<file path="src/sv/rtt_pkg.sv">
// Shared types, codes and default sizes for the request tag table.
`default_nettype none

package rtt_pkg;

    // Default sizes of the table.
    localparam int SLOTS_DEF    = 32;
    localparam int ID_BITS_DEF  = 10;
    localparam int GEN_BITS_DEF = 26;

    // Fixed field widths of the stream payload.
    localparam int KIND_W    = 2;
    localparam int STATUS_W  = 2;
    localparam int PEER_ID_W = 10;
    localparam int PSLOT_W   = 5;
    localparam int TAG_W     = 32;
    localparam int TAG_GEN_W = 26;
    localparam int TAG_GEN_LSB = 6;

    // Packed widths of the data buses, padded to whole bytes.
    localparam int S_DATA_W = 48;
    localparam int M_DATA_W = 56;

    // Item kinds on the input stream.
    typedef enum logic [KIND_W-1:0] {
        KIND_ALLOC  = 2'd0,
        KIND_REPLY  = 2'd1,
        KIND_CANCEL = 2'd2,
        KIND_RSVD   = 2'd3
    } kind_t;

    // Result status codes.
    typedef enum logic [STATUS_W-1:0] {
        STAT_OK       = 2'd0,
        STAT_FULL     = 2'd1,
        STAT_BAD_TAG  = 2'd2,
        STAT_MISMATCH = 2'd3
    } status_t;

    // Sequencer states.
    typedef enum logic {
        ST_IDLE,
        ST_READ
    } state_t;

endpackage

`default_nettype wire

</file>
<file path="src/sv/rtt_ram.sv">
// Generic simple dual-port RAM with one write port and a registered read port.
`default_nettype none

module rtt_ram #(
    parameter int WIDTH = 8,
    parameter int DEPTH = 32,
    localparam int ADDR_W = (DEPTH > 1) ? $clog2(DEPTH) : 1
) (
    input  wire logic                     clk,
    input  wire logic                     we,
    input  wire logic [ADDR_W-1:0]        waddr,
    input  wire logic [WIDTH-1:0]         wdata,
    input  wire logic                     re,
    input  wire logic [ADDR_W-1:0]        raddr,
    output logic      [WIDTH-1:0]         rdata
);

    logic [WIDTH-1:0] mem [DEPTH];

    // Write port.
    always_ff @(posedge clk)
    begin
        if (we)
        begin
            mem[waddr] <= wdata;
        end
    end

    // Read port; data holds until the next read.
    always_ff @(posedge clk)
    begin
        if (re)
        begin
            rdata <= mem[raddr];
        end
    end

endmodule

`default_nettype wire

</file>
<file path="src/sv/request_tag_table_unit.sv">
// Top level of the request tag table: slot allocation, reply lookup and cancel.
//
// Usage:
// Items enter on the s_ stream; kind rides in s_tuser, and s_tdata carries
// peer_id, peer_slot and tag. Allocate takes the lowest free slot, bumps its
// generation and returns tag = generation<<6 | slot<<1 | 1. Reply checks a
// tag against the slot's occupancy and generation, returns the stored
// requester id and slot and frees the slot. Cancel frees a slot whose stored
// id and slot match the given ones. Every beat in yields one result beat on
// the m_ stream, with the status in m_tuser.
// Timing: the idle state accepts a beat and reads the slot's entry from the
// slot memory; the read state then checks the entry, writes it back on an
// allocate and loads the output register. The block takes no new item until
// the read state has finished the current one.
// Reset empties the table, clears all generations to zero and drops any
// pending result. When the receiver stalls, the result is held in the output
// register and the block finishes its current item only once that register
// drains; s_tready stays low until then.
`default_nettype none

module request_tag_table_unit
    import rtt_pkg::*;
#(
    parameter int SLOTS    = SLOTS_DEF,
    parameter int ID_BITS  = ID_BITS_DEF,
    parameter int GEN_BITS = GEN_BITS_DEF
) (
    input  wire logic                clk,
    input  wire logic                rst_n,
    input  wire logic                s_tvalid,
    output logic                     s_tready,
    // s_tdata from bit 0: peer_id[9:0], peer_slot[14:10], tag[46:15], zero pad
    input  wire logic [S_DATA_W-1:0] s_tdata,
    // s_tuser: kind[1:0]
    input  wire logic [KIND_W-1:0]   s_tuser,
    output logic                     m_tvalid,
    input  wire logic                m_tready,
    // m_tdata from bit 0: out_tag[31:0], owner_id[41:32], owner_slot[46:42],
    // slot[51:47], zero pad
    output logic [M_DATA_W-1:0]      m_tdata,
    // m_tuser: status[1:0]
    output logic [STATUS_W-1:0]      m_tuser
);

    localparam int SLOT_W  = (SLOTS > 1) ? $clog2(SLOTS) : 1;
    localparam int ENTRY_W = GEN_BITS + ID_BITS + PSLOT_W;

    // Input payload fields.
    logic [PEER_ID_W-1:0] in_peer_id;
    logic [PSLOT_W-1:0]   in_peer_slot;
    logic [TAG_W-1:0]     in_tag;
    logic                 s_accept;

    assign in_peer_id   = s_tdata[PEER_ID_W-1:0];
    assign in_peer_slot = s_tdata[PEER_ID_W+PSLOT_W-1:PEER_ID_W];
    assign in_tag       = s_tdata[PEER_ID_W+PSLOT_W+TAG_W-1:PEER_ID_W+PSLOT_W];
    assign s_accept     = s_tvalid && s_tready;

    // Control and held item.
    state_t               state_reg, state_next;
    logic [SLOTS-1:0]     free_mask_reg, free_mask_next;
    logic [SLOTS-1:0]     gen_valid_reg, gen_valid_next;
    kind_t                kind_reg;
    logic [PEER_ID_W-1:0] pid_reg;
    logic [PSLOT_W-1:0]   pslot_reg;
    logic [TAG_W-1:0]     tag_reg;
    logic [SLOT_W-1:0]    slot_reg;

    // Output register.
    logic                 m_valid_reg, m_valid_next;
    status_t              status_reg, status_next;
    logic [TAG_W-1:0]     out_tag_reg, out_tag_next;
    logic [PEER_ID_W-1:0] owner_id_reg, owner_id_next;
    logic [PSLOT_W-1:0]   owner_slot_reg, owner_slot_next;
    logic [PSLOT_W-1:0]   slot_out_reg, slot_out_next;

    // Lowest free slot.
    logic [SLOT_W-1:0] alloc_slot;
    logic [PSLOT_W-1:0] tag_slot_in;
    logic [SLOT_W-1:0] read_slot;

    always_comb
    begin
        alloc_slot = '0;
        for (int i = SLOTS - 1; i >= 0; i--)
        begin
            if (free_mask_reg[i])
            begin
                alloc_slot = SLOT_W'(i);
            end
        end
    end

    assign tag_slot_in = in_tag[PSLOT_W:1];
    assign read_slot   = (kind_t'(s_tuser) == KIND_ALLOC) ? alloc_slot
                                                          : tag_slot_in[SLOT_W-1:0];

    // Slot memory: generation, owner id and owner slot per entry.
    logic                  ram_we;
    logic [ENTRY_W-1:0]    ram_wdata;
    logic [ENTRY_W-1:0]    ram_rdata;
    logic [GEN_BITS-1:0]   ram_gen;
    logic [ID_BITS-1:0]    ram_pid;
    logic [PSLOT_W-1:0]    ram_pslot;

    rtt_ram #(
        .WIDTH (ENTRY_W),
        .DEPTH (SLOTS)
    ) u_slot_ram (
        .clk   (clk),
        .we    (ram_we),
        .waddr (slot_reg),
        .wdata (ram_wdata),
        .re    (s_accept),
        .raddr (read_slot),
        .rdata (ram_rdata)
    );

    assign ram_gen   = ram_rdata[ENTRY_W-1:ID_BITS+PSLOT_W];
    assign ram_pid   = ram_rdata[ID_BITS+PSLOT_W-1:PSLOT_W];
    assign ram_pslot = ram_rdata[PSLOT_W-1:0];

    // Decode of the held item against its entry.
    logic                commit;
    logic                full;
    logic [GEN_BITS-1:0] gen_cur;
    logic [GEN_BITS-1:0] gen_new;
    logic [PSLOT_W-1:0]  held_tag_slot;
    logic                in_range;
    logic                occupied;
    logic [SLOTS-1:0]    slot_bit;

    assign commit        = (state_reg == ST_READ) && (!m_valid_reg || m_tready);
    assign full          = (free_mask_reg == '0);
    assign gen_cur       = gen_valid_reg[slot_reg] ? ram_gen : '0;
    assign gen_new       = gen_cur + GEN_BITS'(1);
    assign held_tag_slot = tag_reg[PSLOT_W:1];
    assign in_range      = ({1'b0, held_tag_slot} < (PSLOT_W + 1)'(SLOTS));
    assign occupied      = in_range && !free_mask_reg[slot_reg];
    assign slot_bit      = SLOTS'(1) << slot_reg;
    assign ram_wdata     = {gen_new, ID_BITS'(pid_reg), pslot_reg};

    // Sequencer, table update and result.
    always_comb
    begin
        state_next      = state_reg;
        free_mask_next  = free_mask_reg;
        gen_valid_next  = gen_valid_reg;
        ram_we          = 1'b0;
        m_valid_next    = m_valid_reg && !m_tready;
        status_next     = status_reg;
        out_tag_next    = out_tag_reg;
        owner_id_next   = owner_id_reg;
        owner_slot_next = owner_slot_reg;
        slot_out_next   = slot_out_reg;
        s_tready        = 1'b0;

        unique case (state_reg)
            ST_IDLE:
            begin
                s_tready = 1'b1;
                if (s_tvalid)
                begin
                    state_next = ST_READ;
                end
            end
            ST_READ:
            begin
                if (commit)
                begin
                    state_next      = ST_IDLE;
                    m_valid_next    = 1'b1;
                    status_next     = STAT_BAD_TAG;
                    out_tag_next    = '0;
                    owner_id_next   = '0;
                    owner_slot_next = '0;
                    slot_out_next   = '0;
                    unique case (kind_reg)
                        KIND_ALLOC:
                        begin
                            if (full)
                            begin
                                status_next = STAT_FULL;
                            end
                            else
                            begin
                                status_next    = STAT_OK;
                                ram_we         = 1'b1;
                                gen_valid_next = gen_valid_reg | slot_bit;
                                free_mask_next = free_mask_reg & ~slot_bit;
                                out_tag_next   = {TAG_GEN_W'(gen_new),
                                                  PSLOT_W'(slot_reg), 1'b1};
                                slot_out_next  = PSLOT_W'(slot_reg);
                            end
                        end
                        KIND_REPLY:
                        begin
                            if (tag_reg[0] && occupied &&
                                (tag_reg[TAG_W-1:TAG_GEN_LSB] == TAG_GEN_W'(gen_cur)))
                            begin
                                status_next     = STAT_OK;
                                free_mask_next  = free_mask_reg | slot_bit;
                                owner_id_next   = PEER_ID_W'(ram_pid);
                                owner_slot_next = ram_pslot;
                                slot_out_next   = PSLOT_W'(slot_reg);
                            end
                        end
                        KIND_CANCEL:
                        begin
                            if (occupied && (ram_pid == ID_BITS'(pid_reg)) &&
                                (ram_pslot == pslot_reg))
                            begin
                                status_next    = STAT_OK;
                                free_mask_next = free_mask_reg | slot_bit;
                                slot_out_next  = PSLOT_W'(slot_reg);
                            end
                            else
                            begin
                                status_next = STAT_MISMATCH;
                            end
                        end
                        KIND_RSVD:
                        begin
                            status_next = STAT_BAD_TAG;
                        end
                    endcase
                end
            end
        endcase
    end

    // Control registers.
    always_ff @(posedge clk or negedge rst_n)
    begin
        if (!rst_n)
        begin
            state_reg     <= ST_IDLE;
            free_mask_reg <= '1;
            gen_valid_reg <= '0;
            m_valid_reg   <= 1'b0;
        end
        else
        begin
            state_reg     <= state_next;
            free_mask_reg <= free_mask_next;
            gen_valid_reg <= gen_valid_next;
            m_valid_reg   <= m_valid_next;
        end
    end

    // Held item, captured on each accepted beat.
    always_ff @(posedge clk)
    begin
        if (s_accept)
        begin
            kind_reg  <= kind_t'(s_tuser);
            pid_reg   <= in_peer_id;
            pslot_reg <= in_peer_slot;
            tag_reg   <= in_tag;
            slot_reg  <= read_slot;
        end
    end

    // Result payload.
    always_ff @(posedge clk)
    begin
        status_reg     <= status_next;
        out_tag_reg    <= out_tag_next;
        owner_id_reg   <= owner_id_next;
        owner_slot_reg <= owner_slot_next;
        slot_out_reg   <= slot_out_next;
    end

    assign m_tvalid = m_valid_reg;
    assign m_tuser  = status_reg;
    assign m_tdata  = {(M_DATA_W - TAG_W - PEER_ID_W - 2 * PSLOT_W)'(0),
                       slot_out_reg, owner_slot_reg, owner_id_reg, out_tag_reg};

    // An allocate only ever hands out a slot that was free.
    a_alloc_free: assert property (@(posedge clk) disable iff (!rst_n)
        (commit && kind_reg == KIND_ALLOC && !full) |-> free_mask_reg[slot_reg])
        else $error("allocate picked an occupied slot");

    // After a granted allocate the slot is marked occupied.
    a_alloc_taken: assert property (@(posedge clk) disable iff (!rst_n)
        (commit && kind_reg == KIND_ALLOC && !full) |=> !free_mask_reg[$past(slot_reg)])
        else $error("allocated slot still marked free");

    // The free mask only moves when an item completes.
    a_mask_stable: assert property (@(posedge clk) disable iff (!rst_n)
        !commit |=> $stable(free_mask_reg))
        else $error("free mask changed outside item completion");

    // Every accepted beat is followed by the memory-read cycle.
    a_accept_read: assert property (@(posedge clk) disable iff (!rst_n)
        s_accept |=> (state_reg == ST_READ))
        else $error("accepted beat did not enter the read cycle");

    // A completed item always leaves a result in the output register.
    a_commit_out: assert property (@(posedge clk) disable iff (!rst_n)
        commit |=> m_valid_reg)
        else $error("completed item produced no result");

endmodule

`default_nettype wire

</file>
<file path="config.mk">
export PLATFORM = sky130hd
export DESIGN_NAME = request_tag_table_unit
export DESIGN_NICKNAME = d
export VERILOG_FILES = /design/src/sv/rtt_pkg.sv /design/src/sv/rtt_ram.sv /design/src/sv/request_tag_table_unit.sv
export SDC_FILE = /design/constraint.sdc
export NUM_CORES = 2
export LEC_CHECK = 0
export BUFFER_PORTS_ARGS = -buffer_cell sky130_fd_sc_hd__clkbuf_2
export CELL_PAD_IN_SITES_DETAIL_PLACEMENT = 0
export CELL_PAD_IN_SITES_GLOBAL_PLACEMENT = 1
export CORE_MARGIN = 3
export CORE_UTILIZATION = 58
export CTS_CLUSTER_DIAMETER = 120
export CTS_CLUSTER_SIZE = 20
export DETAILED_ROUTE_END_ITERATION = 7
export HOLD_SLACK_MARGIN = 0.15
export PLACE_DENSITY_LB_ADDON = 0.12
export SLEW_MARGIN = 15
export SYNTH_ARGS = -nofsm -noshare
export SYNTH_HDL_FRONTEND = slang
export SYNTH_HIERARCHICAL = 1
export SYNTH_SLANG_ARGS = --single-unit
</file>
<file path="constraint.sdc">
create_clock -name clk -period 7.8 [get_ports clk]
set_clock_uncertainty 0.05 [all_clocks]
set_input_delay 2.34 -clock clk [delete_from_list [all_inputs] [get_ports clk]]
set_output_delay 2.34 -clock clk [all_outputs]
set_load 0.02 [all_outputs]
</file>
== After elaboration in Yosys (flattened, before gate mapping) ==
Memory sizes are Yosys's and may differ from the RTL's. A register that Yosys moved wholly into a read port is not among the register bits.
Index checks and enable logic that the tools add are counted.
W data, S select, Z words.

* Memories kept: 1
* Register bits: 174
* Bits in writable memories: 1312
* Logic and storage cells: 118
* Output and inout bits: 60
* Bits of input ports: 54

{| class="wikitable"
|+ Memories
! memory !! depth !! width !! read ports !! clocked after Yosys merged registers in !! write ports !! RTL line !! source
|-
| u_slot_ram.mem || 32 || 41 || 1 || 1 || 1 || rtt_ram.sv:18 || <nowiki>logic [WIDTH-1:0] mem [DEPTH];</nowiki>
|}

* Shift operators: 1
* Order comparisons: 1
* Reduce and logical (&&, ||, !) cells: 20
* $add $sub $neg: 1
* Muxes and demuxes: 63
* Equality and inequality tests: 9
* Bitwise logic cells: 7

{| class="wikitable"
|+ Operators by type and width
! kind !! number
|-
| $mux W5 || 36
|-
| $mux W32 || 3
|-
| $pmux W32 S3 || 1
|-
| $or A32 B32 Y32 || 2
|-
| $and A32 B32 Y32 || 1
|-
| $logic_not A32 Y1 || 1
|-
| $not A32 Y32 || 1
|-
| $shl A1 B5 Y32 const A || 1
|-
| $add A26 B1 Y26 const B || 1
|-
| $eq A26 B26 Y1 || 1
|-
| $mux W26 || 1
|-
| $mux W1 || 15
|-
| $pmux W5 S3 || 1
|-
| $bmux W1 S5 || 2
|-
| $eq A10 B10 Y1 || 1
|-
| $pmux W2 S4 || 1
|-
| $logic_and A1 B1 Y1 || 7
|-
| $lt A5 B6 Y1 const B || 1
|-
| $ne A2 B2 Y1 const B || 3
|-
| $reduce_and A6 Y1 || 1
|-
| $eq A5 B5 Y1 || 1
|-
| $eq A2 B2 Y1 const B || 2
|-
| $logic_not A2 Y1 || 2
|-
| $mux W2 || 2
|-
| other kinds (9) || 14
|}

== Depth between registers and ports, before layout ==
* Word-level depth: 33
* Gate-level depth with buffers: 17
* Mapped depth without buffers: 14

== By module ==
Netlist, hierarchy kept.

{| class="wikitable"
|+ By module, submodules not included
! module !! sequential area each (um^2) !! area an instance (um^2) !! cells an instance !! times used
|-
| rtt_ram || 40629.0 || 52197.6 || 2883 || 1
|-
| request_tag_table_unit || 4784.6 || 8743.4 || 790 || 1
|}

== Worst setup path after synthesis ==
No wires, ideal clock.

* Path kind: input -> register
* Start: in s_tvalid
* End: reg kind_reg[0], enable pin
* Arrival time: 6.265 ns
* Setup slack: 0.935 ns
* Stages on the path: 1
* Required time: 7.200 ns
* Library setup time: 0.550 ns
* Path buffers: 0
* Cells stage by stage: nor2b_1

* Word-level cells in the longest chain between the ends: 1

{| class="wikitable"
|+ Ends and longest elaborated chain
! item !! RTL line !! source
|-
| start, declared || request_tag_table_unit.sv:30 || <nowiki>input wire logic s_tvalid,</nowiki>
|-
| $logic_and A1 B1 Y1 || request_tag_table_unit.sv:57 || <nowiki>assign s_accept = s_tvalid && s_tready;</nowiki>
|-
| end signal, assigned || request_tag_table_unit.sv:256 || <nowiki>kind_reg <= kind_t'(s_tuser);</nowiki>
|-
| end, declared || request_tag_table_unit.sv:63 || <nowiki>kind_t kind_reg;</nowiki>
|}

No other way between the ends.
A chain may end at the register's enable or synchronous reset.

== Final worst setup path ==
* Start: in m_tready
* End: mem u_slot_ram/mem[2][30] in the netlist's numbering, enable pin

* Word-level cells in the longest chain between the ends: 6

{| class="wikitable"
|+ Ends and longest elaborated chain
! item !! RTL line !! source
|-
| start, declared || request_tag_table_unit.sv:37 || <nowiki>input wire logic m_tready,</nowiki>
|-
| $logic_or A1 B1 Y1 || request_tag_table_unit.sv:133 || <nowiki>assign commit = (state_reg == ST_READ) && (!m_valid_reg || m_tready);</nowiki>
|-
| $logic_and A1 B1 Y1 || request_tag_table_unit.sv:133 ||
|-
| $mux W1 || request_tag_table_unit.sv:169 || <nowiki>if (commit)</nowiki>
|-
| $mux W1 || request_tag_table_unit.sv:158 || <nowiki>unique case (state_reg)</nowiki>
|-
| named net ram_we || request_tag_table_unit.sv:99 || <nowiki>logic ram_we;</nowiki>
|-
| $mux W1 || rtt_ram.sv:23 || <nowiki>if (we)</nowiki>
|-
| $mux W1 (not written as such) || rtt_ram.sv:25 || <nowiki>mem[waddr] <= wdata;</nowiki>
|-
| end, declared || rtt_ram.sv:18 ||
|}

The timed path passes the listed nets, and every way through them passes these cells.

==> impl_metrics.json <==
{
  "status": "completed",
  "synth_edf_count": 1456,
  "nNetsFinal": 3843,
  "largest_reg_flops": 1312,
  "dp_slack_ns": 1.50,
  "worst_slew_pin_slew_ns": 1.12,
  "top_layer_used": "met5",
  "rows": 118,
  "ios": 114,
  "root_buffer": "clkbuf_16",
  "hold_depth": 1,
  "syn_area_um2": 60900,
  "die_x_um": 330,
  "synthMuxAreaShare_pct": 11.9,
  "rsz0062_at_grt": "no",
  "worstSetupStartpointType": "primary input",
  "drt_wl_total_um": 152000,
  "h-tree-depth": 3,
  "cts_tree": "built",
  "gp_congestion": 0.880,
  "drive_gt1_share_pct": 10.8,
  "clk_pin_slew_ns": 0.09,
  "synthTopCellsByCount": "edfxtp_1, mux2i_1, nand2_1",
  "ys_seq_area_share_pct": 74.5,
  "grt.total_usage_pct": 27.9,
  "grt_pass1_vias": 32450,
  "wl_met2_um": 73600,
  "yosys-top-cells-area": "edfxtp_1, mux2i_1, a22oi_1",
  "endpoint_kind": "register",
  "regMostFlops": "u_slot_ram/mem",
  "hold_viol_final": 0,
  "powerDensity_nw_per_um2": 323,
  "clk_latency_ns": 0.70,
  "hold_end": "gen_valid_reg[14]",
  "ys_types": 63,
  "min_from": "gen_valid_reg[14]",
  "die_area_um2": 109000,
  "wl_met3_um": 11200,
  "worstRegToRegCells": 15,
  "synth_top_family_by_area": "multiplexers",
  "ys_seq_elements": 1522,
  "vdd_drop_max_mv": 0.282,
  "cts_hold_buf": 0,
  "fin_setup_tns_ns": 0,
  "grt_overflow": 0,
  "via_per_inst": 6.44,
  "portBuffers": 108,
  "reg.largest.list": "u_slot_ram/mem x1312, u_slot_ram/rdata x41",
  "rr_startpoint": "slot_reg[2]",
  "finalMaxSlewViolations": 0,
  "yosysWarnings": 6,
  "antenna_found_initial": 6,
  "numClockSinks": 1522,
  "start_util_pct": 58.6,
  "syn2layout_area_growth_pct": 8.00,
  "postSynthAreaPerCell_um2": 16.6,
  "fp.dieH_um": 330,
  "synth-main-ff-cell": "edfxtp_1",
  "yosysMostFrequentCell": "edfxtp_1",
  "leakagePower_nw": 23.1,
  "vias": 33347,
  "final.min_clock_period_ns": 5.58,
  "synth_compound_area_share_pct": 5.41,
  "maxCapViolCount": 0,
  "fmax_ghz": 0.179,
  "async_flop_share_pct": 4.34,
  "worst_slack_ns": 2.22,
  "cts_buffers": 86,
  "dr.pass1.iters": 5,
  "finalPower_mw": 21.3,
  "cp_data_required_time_ns": 8.12,
  "hold-worst-slack_ns": 0.431,
  "r2r_slack_ns": 2.80,
  "postRouteAntennaNets": 0,
  "synthXorXnorAreaFrac_pct": 0.618,
  "grt_max_degree": 110,
  "yosys.area_share.simple_pct": 5.31,
  "synthCells": 3673,
  "crit_fanout": 20,
  "met1Wirelength_um": 63500,
  "dpl.hpwl_um": 83100,
  "synth_largest_area_cell": "edfxtp_1",
  "fin_crit_sh_pct": 71.6,
  "slew_headroom_pct": 24.5,
  "finalSetupViolCount": 0,
  "synth_top_area_share_pct": 71.7,
  "drc": 0,
  "placedCellCount": 5074,
  "cp_data_arrival_time_ns": 5.90,
  "cts_resized": 0,
  "critical_path_class": "primary input to register",
  "finalNonFillerCells": 5181,
  "detail_route.wl_per_cell_um": 29.3,
  "cts_setup_buffers": 0,
  "synthAdderAreaFrac_pct": 0.144,
  "drt_iter0_markers": 3830,
  "clockBufferDepth": 3,
  "fp.coreArea_um2": 104000,
  "hold_class": "register to register",
  "timing.rr.end": "u_slot_ram/mem[22][39]",
  "grt_pass1_wl_um": 220000
}
==> cell type report <==
cell class                 count  area (um2)
clock inverter                 7         113
inverter                      34         128
clock buffer                  98        2200
timing repair buffer         221        1630
antenna                        2        5.00
sequential                  1522       45400
multi-input combinational   1917       14600
tap                         1380        1730
fill                        7364       38100
==> cells in the final DEF, fill, tap and decap left out, types with 33 or more instances in the layout <==
cell type / netlist / layout
clkbuf_2: 2 / 108
nor2_1: 119 / 82
o21bai_1: 33 / 33
a22oi_1: 134 / 134
nor2_4: 1 / 37
edfxtp_1: 1456 / 1456
xnor2_1: 34 / 33
mux2i_1: 679 / 679
nand3_1: 141 / 141
a21oi_1: 136 / 136
nand4_1: 47 / 47
clkbuf_16: 0 / 86
dfrtp_1: 34 / 34
nor3_1: 67 / 67
a31oi_1: 43 / 43
a22o_1: 86 / 86
buf_4: 41 / 93
nand2_1: 182 / 181
==> through the flow <==
stage	utilization [%]	cell area (um2)
6_report	63.3	65800
3_5_place_dp	61.1	63500
4_1_cts	63.3	65800
2_1_floorplan	-	61000
3_3_place_gp	61.1	63500
5_1_grt	63.3	65800
==> worst max-delay path, stage by stage <==
cell and delay, ns:
clkbuf_2 0.08, nand2b_1 0.11, nand2_1 0.43, nor2_1 0.64, nand3b_1 0.75, nor2_4 1.07
buf_4 0.43
==> logic make-up after synthesis <==
group,Yosys count
flops,1522
mux,715
simple gates,671
compound gates,477
buf+inv,237
xor+xnor,43
fa+ha+maj,7
other cells,1
==> routing by layer <==
metal / up-vias / GRT usage (%)
li1: 14502 / -
met5: - / 0
met3: 217 / 3.13
met1: 17245 / 40.8
met2: 1381 / 45.7
met4: 2 / 6.62
==> power by group <==
part / switching [mW] / total [mW] / internal (mW)
clock network: 2.46 / 4.48 / 2.01
logic: 4.01 / 6.14 / 2.13
registers: 0.436 / 10.7 / 10.2
total: 6.91 / 21.3 / 14.4
==> worst max-delay path by stage <==
| stage | slack (ns) | cells after the start | end | from |
|---|---|---|---|---|
| 2_1_floorplan | 0.94 | 1 | kind_reg[0] | s_tvalid |
| 3_3_place_gp | 1.56 | 7 | u_slot_ram/mem[17][26] | m_tready |
| 3_5_place_dp | 1.50 | 7 | u_slot_ram/mem[2][12] | m_tready |
| 4_1_cts | 2.22 | 7 | u_slot_ram/mem[2][30] | m_tready |
| 5_1_grt | 2.04 | 7 | u_slot_ram/mem[2][30] | m_tready |
| 6_report | 2.22 | 7 | u_slot_ram/mem[2][30] | m_tready |
Power figures use the tool's default switching activity.
